`config.mk`:
```
export PLATFORM = sky130hd
export DESIGN_NAME = keyframe_timeline_sequencer_unit_flat
export DESIGN_NICKNAME = d
export VERILOG_FILES = /design/src/rtl/kts_pkg.sv /design/src/rtl/kts_in_if.sv /design/src/rtl/kts_out_if.sv /design/src/rtl/kts_cfg_if.sv /design/src/rtl/kts_ctrl.sv /design/src/rtl/kts_dp.sv /design/src/rtl/keyframe_timeline_sequencer_unit.sv /design/src/flat_wrapper.sv
export SDC_FILE = /design/constraint.sdc
export NUM_CORES = 2
export LEC_CHECK = 0
export ABC_AREA = 0
export BUFFER_PORTS_ARGS = -buffer_cell sky130_fd_sc_hd__buf_2
export CORE_ASPECT_RATIO = 0.6
export CORE_MARGIN = 5
export CORE_UTILIZATION = 45
export CTS_BUF_LIST = sky130_fd_sc_hd__clkbuf_8 sky130_fd_sc_hd__clkbuf_16
export DETAILED_ROUTE_END_ITERATION = 12
export PLACE_DENSITY = 0.65
export SETUP_SLACK_MARGIN = 0.15
export SKIP_LAST_GASP = 1
export SLEW_MARGIN = 10
export SYNTH_ARGS = -nofsm -noshare
export SYNTH_HDL_FRONTEND = slang
export SYNTH_SLANG_ARGS = --single-unit
```
`constraint.sdc`:
```
create_clock -name clk -period 8.95 [get_ports clk]
set_clock_uncertainty 0.15 [all_clocks]
set_input_delay 0.4475 -clock clk [delete_from_list [all_inputs] [get_ports clk]]
set_output_delay 0.4475 -clock clk [all_outputs]
set_load 0.02 [all_outputs]
```
`src/rtl/kts_pkg.sv`:
```
// Package for the keyframe timeline sequencer: codes, field widths, FSM states
// and the command/status structs between controller and datapath. No dependencies.
package kts_pkg;

  localparam int TIME_W  = 31;
  localparam int POS_W   = 32;
  localparam int FRAC_W  = 18;
  localparam int DELTA_W = 24;
  localparam int SPEED_W = 8;
  localparam int CFG_IDX_W  = 3;
  localparam int CFG_DATA_W = 32;
  localparam int DIV_STEPS  = 18;
  localparam int DCNT_W     = 5;

  localparam logic [FRAC_W-1:0] FRAC_MAX = '1;

  localparam logic [1:0] MODE_TICK    = 2'd0;
  localparam logic [1:0] MODE_KEY_WR  = 2'd1;
  localparam logic [1:0] MODE_EVT_WR  = 2'd2;
  localparam logic [1:0] MODE_RESTART = 2'd3;

  localparam logic [1:0] KIND_KEY    = 2'd0;
  localparam logic [1:0] KIND_EVENT  = 2'd1;
  localparam logic [1:0] KIND_STATUS = 2'd2;

  localparam logic [CFG_IDX_W-1:0] CFG_DURATION  = 3'd0;
  localparam logic [CFG_IDX_W-1:0] CFG_REPEATING = 3'd1;
  localparam logic [CFG_IDX_W-1:0] CFG_REVERSE   = 3'd2;
  localparam logic [CFG_IDX_W-1:0] CFG_SPEED     = 3'd3;
  localparam logic [CFG_IDX_W-1:0] CFG_PAUSED    = 3'd4;

  typedef enum logic [9:0] {
    S_IDLE  = 10'b00_0000_0001,
    S_MUL   = 10'b00_0000_0010,
    S_UPD   = 10'b00_0000_0100,
    S_KSCAN = 10'b00_0000_1000,
    S_KDIV  = 10'b00_0001_0000,
    S_KEMIT = 10'b00_0010_0000,
    S_ESCAN = 10'b00_0100_0000,
    S_EDIV  = 10'b00_1000_0000,
    S_EEMIT = 10'b01_0000_0000,
    S_STAT  = 10'b10_0000_0000
  } state_t;

  typedef struct packed {
    logic idle;
    logic capture;
    logic mul;
    logic upd;
    logic idx_inc;
    logic idx_clr;
    logic div_load_key;
    logic div_load_evt;
    logic div_step;
    logic emit_key;
    logic emit_evt;
    logic emit_stat;
  } cmd_t;

  typedef struct packed {
    logic in_valid;
    logic tick_live_in;
    logic paused;
    logic key_scan_end;
    logic evt_scan_end;
    logic key_hit;
    logic evt_hit;
    logic div_done;
    logic out_free;
  } sts_t;

endpackage

```
`src/rtl/kts_in_if.sv`:
```
// Input item channel of the keyframe timeline sequencer.
// Depends on kts_pkg.
interface kts_in_if import kts_pkg::*; ();
  logic                 valid;
  logic                 ready;
  logic [1:0]           mode;
  logic [2:0]           slot;
  logic [DELTA_W-1:0]   delta;
  logic [TIME_W-1:0]    start_time;
  logic [TIME_W-1:0]    end_time;
  logic                 slot_enable;

  modport source (output valid, mode, slot, delta, start_time, end_time, slot_enable,
                  input ready);
  modport sink (input valid, mode, slot, delta, start_time, end_time, slot_enable,
                output ready);
endinterface

```
`src/rtl/kts_out_if.sv`:
```
// Result item channel of the keyframe timeline sequencer.
// Depends on kts_pkg.
interface kts_out_if import kts_pkg::*; ();
  logic                     valid;
  logic                     ready;
  logic [1:0]               kind;
  logic [2:0]               which_slot;
  logic [FRAC_W-1:0]        fraction;
  logic signed [POS_W-1:0]  position;
  logic                     finished;
  logic                     restarted;
  logic                     running;
  logic                     last;

  modport source (output valid, kind, which_slot, fraction, position, finished, restarted,
                  running, last, input ready);
  modport sink (input valid, kind, which_slot, fraction, position, finished, restarted,
                running, last, output ready);
endinterface

```
`src/rtl/kts_cfg_if.sv`:
```
// Configuration write channel of the keyframe timeline sequencer.
// Depends on kts_pkg.
interface kts_cfg_if import kts_pkg::*; ();
  logic                  valid;
  logic                  ready;
  logic [CFG_IDX_W-1:0]  index;
  logic [CFG_DATA_W-1:0] data;

  modport source (output valid, index, data, input ready);
  modport sink (input valid, index, data, output ready);
endinterface

```
`src/rtl/kts_ctrl.sv`:
```
// Sequencer FSM: steps one item through update, keyframe scan, event scan
// and status. Depends on kts_pkg; drives the datapath through cmd_t.
module kts_ctrl import kts_pkg::*; (
  input  logic clk,
  input  logic rst_n,
  input  sts_t sts,
  output cmd_t cmd
);

  state_t state_r, state_nxt;

  always_ff @(posedge clk) begin
    if (!rst_n) begin
      state_r <= S_IDLE;
    end else begin
      state_r <= state_nxt;
    end
  end

  always_comb begin
    state_nxt = state_r;
    cmd       = '0;
    case (state_r)
      S_IDLE: begin
        cmd.idle = 1'b1;
        if (sts.in_valid) begin
          cmd.capture = 1'b1;
          if (sts.tick_live_in) begin
            state_nxt = sts.paused ? S_KSCAN : S_MUL;
          end else begin
            state_nxt = S_STAT;
          end
        end
      end
      S_MUL: begin
        cmd.mul   = 1'b1;
        state_nxt = S_UPD;
      end
      S_UPD: begin
        cmd.upd   = 1'b1;
        state_nxt = S_KSCAN;
      end
      S_KSCAN: begin
        if (sts.key_scan_end) begin
          // event scan starts again from slot 0
          cmd.idx_clr = 1'b1;
          state_nxt   = S_ESCAN;
        end else if (sts.key_hit) begin
          cmd.div_load_key = 1'b1;
          state_nxt        = S_KDIV;
        end else begin
          cmd.idx_inc = 1'b1;
        end
      end
      S_KDIV: begin
        if (sts.div_done) begin
          state_nxt = S_KEMIT;
        end else begin
          cmd.div_step = 1'b1;
        end
      end
      S_KEMIT: begin
        if (sts.out_free) begin
          cmd.emit_key = 1'b1;
          cmd.idx_inc  = 1'b1;
          state_nxt    = S_KSCAN;
        end
      end
      S_ESCAN: begin
        if (sts.evt_scan_end) begin
          state_nxt = S_STAT;
        end else if (sts.evt_hit) begin
          cmd.div_load_evt = 1'b1;
          state_nxt        = S_EDIV;
        end else begin
          cmd.idx_inc = 1'b1;
        end
      end
      S_EDIV: begin
        if (sts.div_done) begin
          state_nxt = S_EEMIT;
        end else begin
          cmd.div_step = 1'b1;
        end
      end
      S_EEMIT: begin
        if (sts.out_free) begin
          cmd.emit_evt = 1'b1;
          cmd.idx_inc  = 1'b1;
          state_nxt    = S_ESCAN;
        end
      end
      S_STAT: begin
        if (sts.out_free) begin
          cmd.emit_stat = 1'b1;
          state_nxt     = S_IDLE;
        end
      end
      default: begin
        state_nxt = S_IDLE;
      end
    endcase
  end

endmodule

```
`src/rtl/kts_dp.sv`:
```
// Datapath: config registers, slot tables, progress update, serial
// fraction divider and the output register. Depends on kts_pkg and the channel interfaces.
module kts_dp import kts_pkg::*; #(
  parameter int KEYFRAME_SLOTS = 8,
  parameter int EVENT_SLOTS    = 8
) (
  input  logic          clk,
  input  logic          rst_n,
  kts_in_if.sink        in_if,
  kts_out_if.source     out_if,
  kts_cfg_if.sink       cfg_if,
  input  cmd_t          cmd,
  output sts_t          sts
);

  localparam int MAX_SLOTS = (KEYFRAME_SLOTS > EVENT_SLOTS) ? KEYFRAME_SLOTS : EVENT_SLOTS;
  localparam int IDX_W     = $clog2(MAX_SLOTS + 1);
  localparam int KIX_W     = (KEYFRAME_SLOTS > 1) ? $clog2(KEYFRAME_SLOTS) : 1;
  localparam int EIX_W     = (EVENT_SLOTS > 1) ? $clog2(EVENT_SLOTS) : 1;

  // configuration
  logic [TIME_W-1:0]  duration_r;
  logic               repeating_r;
  logic               reverse_r;
  logic [SPEED_W-1:0] speed_r;
  logic               paused_r;

  // timeline state
  logic signed [POS_W-1:0] progress_r;
  logic                    active_r;
  logic                    tick_live_r;
  logic                    restart_r;
  logic [DELTA_W-1:0]      delta_r;
  logic [POS_W-1:0]        mult_r;
  logic [IDX_W-1:0]        idx_r;

  logic [TIME_W-1:0]         key_start_r [KEYFRAME_SLOTS];
  logic [TIME_W-1:0]         key_end_r   [KEYFRAME_SLOTS];
  logic [KEYFRAME_SLOTS-1:0] key_valid_r;
  logic [TIME_W-1:0]         evt_time_r  [EVENT_SLOTS];
  logic [EVENT_SLOTS-1:0]    evt_valid_r;
  logic [EVENT_SLOTS-1:0]    evt_played_r;

  // divider
  logic [TIME_W-1:0]  rem_r;
  logic [TIME_W-1:0]  den_r;
  logic [FRAC_W-1:0]  sh_r;
  logic [FRAC_W-1:0]  q_r;
  logic [DCNT_W-1:0]  dcnt_r;

  // output register
  logic                    out_valid_r;
  logic [1:0]              kind_r;
  logic [2:0]              which_r;
  logic [FRAC_W-1:0]       frac_r;
  logic signed [POS_W-1:0] pos_r;
  logic                    fin_r;
  logic                    rst_flag_r;
  logic                    run_r;
  logic                    last_r;

  logic                    key_scan_end, evt_scan_end;
  logic [TIME_W-1:0]       ks, ke, et;
  logic                    key_hit, evt_hit;
  logic signed [POS_W+1:0] pext, mext, sum;
  logic signed [POS_W-1:0] upd_val;
  logic [POS_W-1:0]        div_num;
  logic [TIME_W-1:0]       div_den;
  logic [POS_W-1:0]        r2;
  logic                    fin_now;
  logic                    out_free;

  assign cfg_if.ready = 1'b1;
  assign in_if.ready  = cmd.idle;

  assign key_scan_end = (32'(idx_r) >= KEYFRAME_SLOTS);
  assign evt_scan_end = (32'(idx_r) >= EVENT_SLOTS);
  assign ks = key_start_r[idx_r[KIX_W-1:0]];
  assign ke = key_end_r[idx_r[KIX_W-1:0]];
  assign et = evt_time_r[idx_r[EIX_W-1:0]];

  assign key_hit = !key_scan_end && key_valid_r[idx_r[KIX_W-1:0]]
                   && (progress_r > $signed({1'b0, ks}))
                   && (progress_r < $signed({1'b0, ke}));
  assign evt_hit = !evt_scan_end && evt_valid_r[idx_r[EIX_W-1:0]]
                   && !evt_played_r[idx_r[EIX_W-1:0]]
                   && ($signed({1'b0, et}) <= progress_r);

  always_comb begin
    pext = {{2{progress_r[POS_W-1]}}, progress_r};
    mext = $signed({2'b00, mult_r});
    sum  = reverse_r ? (pext - mext) : (pext + mext);
    if (sum[POS_W+1:POS_W-1] == 3'b000 || sum[POS_W+1:POS_W-1] == 3'b111) begin
      upd_val = sum[POS_W-1:0];
    end else begin
      upd_val = sum[POS_W+1] ? {1'b1, {(POS_W-1){1'b0}}} : {1'b0, {(POS_W-1){1'b1}}};
    end
  end

  always_comb begin
    if (cmd.div_load_key) begin
      div_num = POS_W'(progress_r - $signed({1'b0, ks}));
      div_den = ke - ks;
    end else begin
      div_num = progress_r;
      div_den = duration_r;
    end
  end

  assign r2       = {rem_r, sh_r[FRAC_W-1]};
  assign fin_now  = tick_live_r && (progress_r > $signed({1'b0, duration_r}));
  assign out_free = !out_valid_r || out_if.ready;

  assign sts.in_valid     = in_if.valid;
  assign sts.tick_live_in = (in_if.mode == MODE_TICK) && active_r;
  assign sts.paused       = paused_r;
  assign sts.key_scan_end = key_scan_end;
  assign sts.evt_scan_end = evt_scan_end;
  assign sts.key_hit      = key_hit;
  assign sts.evt_hit      = evt_hit;
  assign sts.div_done     = (dcnt_r == '0);
  assign sts.out_free     = out_free;

  // configuration registers
  always_ff @(posedge clk) begin
    if (!rst_n) begin
      duration_r  <= TIME_W'(65536);
      repeating_r <= 1'b0;
      reverse_r   <= 1'b0;
      speed_r     <= SPEED_W'(1);
      paused_r    <= 1'b0;
    end else if (cfg_if.valid) begin
      case (cfg_if.index)
        CFG_DURATION:  duration_r  <= cfg_if.data[TIME_W-1:0];
        CFG_REPEATING: repeating_r <= cfg_if.data[0];
        CFG_REVERSE:   reverse_r   <= cfg_if.data[0];
        CFG_SPEED:     speed_r     <= cfg_if.data[SPEED_W-1:0];
        CFG_PAUSED:    paused_r    <= cfg_if.data[0];
        default: ;
      endcase
    end
  end

  // control state
  always_ff @(posedge clk) begin
    if (!rst_n) begin
      progress_r   <= '0;
      active_r     <= 1'b0;
      tick_live_r  <= 1'b0;
      restart_r    <= 1'b0;
      idx_r        <= '0;
      dcnt_r       <= '0;
      key_valid_r  <= '0;
      evt_valid_r  <= '0;
      evt_played_r <= '0;
      out_valid_r  <= 1'b0;
    end else begin
      if (out_if.ready) begin
        out_valid_r <= 1'b0;
      end
      if (cmd.capture) begin
        idx_r       <= '0;
        tick_live_r <= (in_if.mode == MODE_TICK) && active_r;
        restart_r   <= (in_if.mode == MODE_RESTART);
        case (in_if.mode)
          MODE_KEY_WR: begin
            for (int i = 0; i < KEYFRAME_SLOTS; i++) begin
              if (32'(in_if.slot) == i) key_valid_r[i] <= in_if.slot_enable;
            end
          end
          MODE_EVT_WR: begin
            for (int i = 0; i < EVENT_SLOTS; i++) begin
              if (32'(in_if.slot) == i) begin
                evt_valid_r[i]  <= in_if.slot_enable;
                evt_played_r[i] <= 1'b0;
              end
            end
          end
          MODE_RESTART: begin
            progress_r   <= '0;
            evt_played_r <= '0;
            active_r     <= 1'b1;
          end
          default: ;
        endcase
      end
      if (cmd.upd) progress_r <= upd_val;
      if (cmd.idx_inc) begin
        idx_r <= idx_r + 1'b1;
      end else if (cmd.idx_clr) begin
        idx_r <= '0;
      end
      if (cmd.div_load_key || cmd.div_load_evt) begin
        if (div_num == '0 || div_num >= {div_den, 2'b00}) begin
          dcnt_r <= '0;
        end else begin
          dcnt_r <= DCNT_W'(DIV_STEPS);
        end
      end else if (cmd.div_step) begin
        dcnt_r <= dcnt_r - 1'b1;
      end
      if (cmd.emit_evt) evt_played_r[idx_r[EIX_W-1:0]] <= 1'b1;
      if (cmd.emit_key || cmd.emit_evt || cmd.emit_stat) out_valid_r <= 1'b1;
      if (cmd.emit_stat && fin_now) begin
        if (repeating_r) begin
          progress_r   <= '0;
          evt_played_r <= '0;
          active_r     <= 1'b1;
        end else begin
          active_r <= 1'b0;
        end
      end
    end
  end

  // payload: slot tables, product, divider, result fields
  always_ff @(posedge clk) begin
    if (cmd.capture) begin
      delta_r <= in_if.delta;
      if (in_if.mode == MODE_KEY_WR) begin
        for (int i = 0; i < KEYFRAME_SLOTS; i++) begin
          if (32'(in_if.slot) == i) begin
            key_start_r[i] <= in_if.start_time;
            key_end_r[i]   <= in_if.end_time;
          end
        end
      end
      if (in_if.mode == MODE_EVT_WR) begin
        for (int i = 0; i < EVENT_SLOTS; i++) begin
          if (32'(in_if.slot) == i) evt_time_r[i] <= in_if.start_time;
        end
      end
    end
    if (cmd.mul) mult_r <= delta_r * speed_r;

    if (cmd.div_load_key || cmd.div_load_evt) begin
      den_r <= div_den;
      rem_r <= TIME_W'(div_num >> 2);
      sh_r  <= {div_num[1:0], {(FRAC_W-2){1'b0}}};
      if (div_num == '0) begin
        q_r <= '0;
      end else if (div_num >= {div_den, 2'b00}) begin
        q_r <= FRAC_MAX;
      end else begin
        q_r <= '0;
      end
    end else if (cmd.div_step) begin
      sh_r <= {sh_r[FRAC_W-2:0], 1'b0};
      if (r2 >= {1'b0, den_r}) begin
        rem_r <= TIME_W'(r2 - {1'b0, den_r});
        q_r   <= {q_r[FRAC_W-2:0], 1'b1};
      end else begin
        rem_r <= r2[TIME_W-1:0];
        q_r   <= {q_r[FRAC_W-2:0], 1'b0};
      end
    end

    if (cmd.emit_key || cmd.emit_evt) begin
      kind_r     <= cmd.emit_key ? KIND_KEY : KIND_EVENT;
      which_r    <= 3'(idx_r);
      frac_r     <= q_r;
      pos_r      <= progress_r;
      fin_r      <= 1'b0;
      rst_flag_r <= 1'b0;
      run_r      <= active_r;
      last_r     <= 1'b0;
    end else if (cmd.emit_stat) begin
      kind_r     <= KIND_STATUS;
      which_r    <= '0;
      frac_r     <= '0;
      fin_r      <= fin_now;
      last_r     <= 1'b1;
      if (fin_now && repeating_r) begin
        pos_r      <= '0;
        rst_flag_r <= 1'b1;
        run_r      <= 1'b1;
      end else begin
        pos_r      <= progress_r;
        rst_flag_r <= restart_r;
        run_r      <= active_r && !fin_now;
      end
    end
  end

  assign out_if.valid      = out_valid_r;
  assign out_if.kind       = kind_r;
  assign out_if.which_slot = which_r;
  assign out_if.fraction   = frac_r;
  assign out_if.position   = pos_r;
  assign out_if.finished   = fin_r;
  assign out_if.restarted  = rst_flag_r;
  assign out_if.running    = run_r;
  assign out_if.last       = last_r;

endmodule

```
`src/rtl/keyframe_timeline_sequencer_unit.sv`:
```
// Flow: slot writes, restarts and stopped ticks go from accept straight to the status
// state and its output register. A running tick first passes the multiply and update
// states (skipped while paused), then scans each slot; each reported slot is loaded into
// the divider, takes up to 18 divide steps and a done check, then waits for a free output.
// One item in flight; input is taken again once the status item is registered.
// Reset: config returns to defaults, progress 0, timeline stopped, all slot flags cleared.
module keyframe_timeline_sequencer_unit import kts_pkg::*; #(
  parameter int KEYFRAME_SLOTS = 8,
  parameter int EVENT_SLOTS    = 8
) (
  input logic        clk,
  input logic        rst_n,
  kts_in_if.sink     in_if,
  kts_out_if.source  out_if,
  kts_cfg_if.sink    cfg_if
);

  cmd_t cmd;
  sts_t sts;

  kts_ctrl u_ctrl (
    .clk   (clk),
    .rst_n (rst_n),
    .sts   (sts),
    .cmd   (cmd)
  );

  kts_dp #(
    .KEYFRAME_SLOTS (KEYFRAME_SLOTS),
    .EVENT_SLOTS    (EVENT_SLOTS)
  ) u_dp (
    .clk    (clk),
    .rst_n  (rst_n),
    .in_if  (in_if),
    .out_if (out_if),
    .cfg_if (cfg_if),
    .cmd    (cmd),
    .sts    (sts)
  );

endmodule

```
`src/flat_wrapper.sv`:
```
// flat-port wrapper written by rule: the top's interface ports become plain ports
module keyframe_timeline_sequencer_unit_flat import kts_pkg::*;
#(
  parameter int KEYFRAME_SLOTS = 8,
  parameter int EVENT_SLOTS    = 8
)
  (clk, rst_n, in_if_valid, in_if_mode, in_if_slot, in_if_delta, in_if_start_time, in_if_end_time, in_if_slot_enable, in_if_ready, out_if_valid, out_if_kind, out_if_which_slot, out_if_fraction, out_if_position, out_if_finished, out_if_restarted, out_if_running, out_if_last, out_if_ready, cfg_if_valid, cfg_if_index, cfg_if_data, cfg_if_ready);
  kts_in_if in_if_i ();
  kts_out_if out_if_i ();
  kts_cfg_if cfg_if_i ();
  input logic clk;
  input logic rst_n;
  input wire logic [$bits(in_if_i.valid)-1:0] in_if_valid;
  input wire logic [$bits(in_if_i.mode)-1:0] in_if_mode;
  input wire logic [$bits(in_if_i.slot)-1:0] in_if_slot;
  input wire logic [$bits(in_if_i.delta)-1:0] in_if_delta;
  input wire logic [$bits(in_if_i.start_time)-1:0] in_if_start_time;
  input wire logic [$bits(in_if_i.end_time)-1:0] in_if_end_time;
  input wire logic [$bits(in_if_i.slot_enable)-1:0] in_if_slot_enable;
  output wire logic [$bits(in_if_i.ready)-1:0] in_if_ready;
  output wire logic [$bits(out_if_i.valid)-1:0] out_if_valid;
  output wire logic [$bits(out_if_i.kind)-1:0] out_if_kind;
  output wire logic [$bits(out_if_i.which_slot)-1:0] out_if_which_slot;
  output wire logic [$bits(out_if_i.fraction)-1:0] out_if_fraction;
  output wire logic [$bits(out_if_i.position)-1:0] out_if_position;
  output wire logic [$bits(out_if_i.finished)-1:0] out_if_finished;
  output wire logic [$bits(out_if_i.restarted)-1:0] out_if_restarted;
  output wire logic [$bits(out_if_i.running)-1:0] out_if_running;
  output wire logic [$bits(out_if_i.last)-1:0] out_if_last;
  input wire logic [$bits(out_if_i.ready)-1:0] out_if_ready;
  input wire logic [$bits(cfg_if_i.valid)-1:0] cfg_if_valid;
  input wire logic [$bits(cfg_if_i.index)-1:0] cfg_if_index;
  input wire logic [$bits(cfg_if_i.data)-1:0] cfg_if_data;
  output wire logic [$bits(cfg_if_i.ready)-1:0] cfg_if_ready;
  assign in_if_i.valid = in_if_valid;
  assign in_if_i.mode = in_if_mode;
  assign in_if_i.slot = in_if_slot;
  assign in_if_i.delta = in_if_delta;
  assign in_if_i.start_time = in_if_start_time;
  assign in_if_i.end_time = in_if_end_time;
  assign in_if_i.slot_enable = in_if_slot_enable;
  assign in_if_ready = in_if_i.ready;
  assign out_if_valid = out_if_i.valid;
  assign out_if_kind = out_if_i.kind;
  assign out_if_which_slot = out_if_i.which_slot;
  assign out_if_fraction = out_if_i.fraction;
  assign out_if_position = out_if_i.position;
  assign out_if_finished = out_if_i.finished;
  assign out_if_restarted = out_if_i.restarted;
  assign out_if_running = out_if_i.running;
  assign out_if_last = out_if_i.last;
  assign out_if_i.ready = out_if_ready;
  assign cfg_if_i.valid = cfg_if_valid;
  assign cfg_if_i.index = cfg_if_index;
  assign cfg_if_i.data = cfg_if_data;
  assign cfg_if_ready = cfg_if_i.ready;
  keyframe_timeline_sequencer_unit #(.KEYFRAME_SLOTS(KEYFRAME_SLOTS), .EVENT_SLOTS(EVENT_SLOTS)) u_core (.clk(clk), .rst_n(rst_n), .in_if(in_if_i), .out_if(out_if_i), .cfg_if(cfg_if_i));
endmodule
```
==> metrics.md <==
| Metric | Value |
|---|---|
| Status | finished clean |
| Max-Cap Viols | 0 |
| Share of the yosys chip area belonging to registers | 53.7% |
| Synth warn | 0 |
| Pre-Repair DR Iteration Count | 8 |
| Top-count cell post-synth | edfxtp_1 |
| Post-Place Cells | 6285 |
| Yosys cell types | 86 |
| CTS max path bufs | 3 |
| Initial Utilization | 45.2% |
| Final Hold Vio Count | 0 |
| Share of the synthesized area in the top cell type | 49.2% |
| Initial antenna violation count | 15 |
| Avg Cell Area, Syn | 12.8 sq um |
| Post-route clock period utilization | 91.4% |
| RSZ-0062 raised after global routing | false |
| Yosys reg bits | 1065 |
| Fin. max-slew vios | 0 |
| CP endpoint kind | flop |
| Minimum clock period | 8180 ps |
| Total gr overflow | 0 |
| Setup slack after layout | 773 ps |
| Worst hold slack | 63.4 ps |
| DP HPWL | 116000 um |
| Avg Vias per Cell | 5.84 |
| Die Wd | 470 um |
| Total GRT Usage | 24.2% |
| Type of origin of the critical path | flop |
| Post-synth top cells | 937 x edfxtp_1, 420 x nand2_1, 314 x inv_1 |
| Util after Layout | 51.7% |
| CTS tree | built |
| Routed len/inst | 24.9 um |
| Via count | 38.6k |
| Top delay family on crit path | compound AO/OA/AOI/OAI gates |
| Post-cts resize count | 0 |
| Max stage delay on crit path | 990 ps |
| Worst-Margin Slew | 1220 ps |
| Die ar. | 0.135 sq mm |
| NumNets Final | 5380 |
| Post-route ant nets | 0 |
| I/O pin cnt | 194 |
| Clock-pin slew on the worst setup and hold paths | 70 ps |
| Vias in the first global route | 37.7k |
| Post-Syn Area | 0.0572 sq mm |
| Slew HR | 18.1% |
| Power per cell area | 166 mW/mm^2 |
| DRT iter0 DRCs | 4667 |
| Setup_tns | 0 ps |
| Crit path max fanout | 63 |
| Layout cells sized above 1 | 15.5% |
| Placed cell areas | 0.0607 sq mm |
| Peak supply drop | 166 uV |
| RD Place Congestion | 0.958 |
| Synth Net Count | 5021 |
| Setup WS pre-CTS | 1260 ps |
| WP buf/inv | 4 |
| Routed WL | 164000 um |
| Clock insertion delay at the later pin of the skew report | 730 ps |
| Syn Inst Count | 4450 |
| FP Rows | 101 |
| Top cells by area, synth | edfxtp_1 49%, mux4_2 7.4%, ha_1 6.6% |
| Critical Path RT | 9370 ps |
| Layout Cells excl Fill | 6599 |
| IO buf count | 191 |
| Root Driver | clkbuf_16 |
| Min-delay worst type | in2reg |
| Crit path kind | reg2reg |
| CTS Sinks | 1065 |
| Main synth FF type | edfxtp_1 |
| Most used cell, CP | a21o_1 |
| Crit path DAT | 8590 ps |
| Post-synth top area cell | edfxtp_1 |
| Total leakage power | 23.8 nW |
| Fin area | 0.0653 sq mm |
| CORE AREA | 0.126 sq mm |
| Max Fclk | 122 MHz |
| Final setup fails | 0 |
| Remaining DRCs | 0 |
| Power, Total | 10.8 mW |
| Largest net degree at the start of global routing | 82 |
| H-tree levels | 3 |
| Area growth from synthesis to layout | 14.2% |
| Slowest stage cell on the critical path | a2111oi_0 |
| Ys async rst share | 0% |
| Height of the die | 286 um |
| Post-synth EDFFs | 937 |
| Num CTS Buffers | 98 |
| First-pass GRT wire length | 245000 um |
flip-flops by register name, indices dropped and copies added (netlist names), 8 cells and up, named ones only:
register                     count
u_core.u_dp.rem_r               31
u_core.u_dp.key_end_r          248
u_core.u_dp.evt_time_r         248
u_core.u_dp.evt_played_r         8
u_core.u_dp.key_start_r        248
u_core.u_ctrl.state_r           10
u_core.u_dp.delta_r             24
u_core.u_dp.out_if.position     32
u_core.u_dp.key_valid_r          8
u_core.u_dp.out_if.fraction     18
u_core.u_dp.speed_r              8
u_core.u_dp.q_r                 18
u_core.u_dp.evt_valid_r          8
u_core.u_dp.duration_r          31
u_core.u_dp.den_r               31
u_core.u_dp.mult_r              32
u_core.u_dp.progress_r          32
final cells by class:
cell class / count / area (sq um)
multi-input cells: 2895 / 24800
inverters: 314 / 1180
fillers: 10778 / 61000
diodes: 8 / 20.0
clock buffers: 102 / 2530
well taps: 1699 / 2130
repair buffers: 435 / 3180
flip-flops and latches: 1065 / 30700
clock inverters: 81 / 800
worst min-delay path: stages:
cell and delay [ps]:
buf_2 100, inv_1 90, o21ai_0 170, a21boi_0 70
per-layer routing:
metal | routed length [um] | track usage (%) | up-vias
li1 | - | - | 17234
met1 | 74100 | 36.1 | 19476
met2 | 70600 | 35.6 | 1583
met3 | 15500 | 5.93 | 252
met4 | 4070 | 5.86 | 6
met5 | 164 | 0.746 | -
report_power, final:
group	internal [mW]	total, mW	switching, mW
clock network	2.42	4.39	1.97
logic	0.301	0.820	0.519
registers	5.52	5.63	0.104
total	8.24	10.8	2.59
repair_timing:
item	CTS	global route
setup endpoints to repair	0	0
hold buffers	123	0
buffers inserted	0	0
hold endpoints to repair	822	0
path summary, 6_finish.rpt:
kind / start / endpoint / slack [ps] / depth (start not counted)
worst min register to register: u_core.u_dp.duration_r[30] / u_core.u_dp.duration_r[30] / 320 / 2
worst min-delay path: in_if_valid / u_core.u_dp.restart_r / 60 / 4
worst max register to register: flop / u_core.u_dp.q_r[0] / 770 / 28
worst max-delay path: flop / u_core.u_dp.q_r[0] / 770 / 28
cell usage in the layout (no fill, tap or decap), types with 12 or more instances in the layout:
master	n
xnor2_1	105
o21ai_0	155
a21oi_1	245
xor2_1	59
inv_1	324
clkinv_2	18
a21o_1	78
nor3_1	52
dlygate4sd3_1	123
ha_1	303
mux2_2	44
a31oi_1	20
nand2b_1	32
nand3_1	55
a311oi_1	19
and2_1	159
nor2_1	159
nor2b_1	59
edfxtp_1	937
o211ai_1	33
nor4_1	25
fa_1	136
nand4_1	37
mux2i_1	89
buf_2	191
o21bai_1	14
clkinv_1	21
nand2_1	419
a21boi_0	55
a211oi_1	20
clkbuf_16	100
buf_4	114
or3_1	26
nor2_4	16
o21a_1	78
dfxtp_1	125
mux4_2	188
and3_1	27
bufinv_16	12
logic make-up after synthesis:
logic type	count (synthesis)	synth area share, %
muxes	321	9.83
xor gates and xnor gates	164	2.51
buffers and inverters	490	3.26
and+or+nand+nor	1134	9.76
other	1	0.00656
AOI/OAI and AO/OA	836	9.55
DFF	1065	53.7
adders and majority gates	439	11.4
Power figures use the tool's default switching activity.
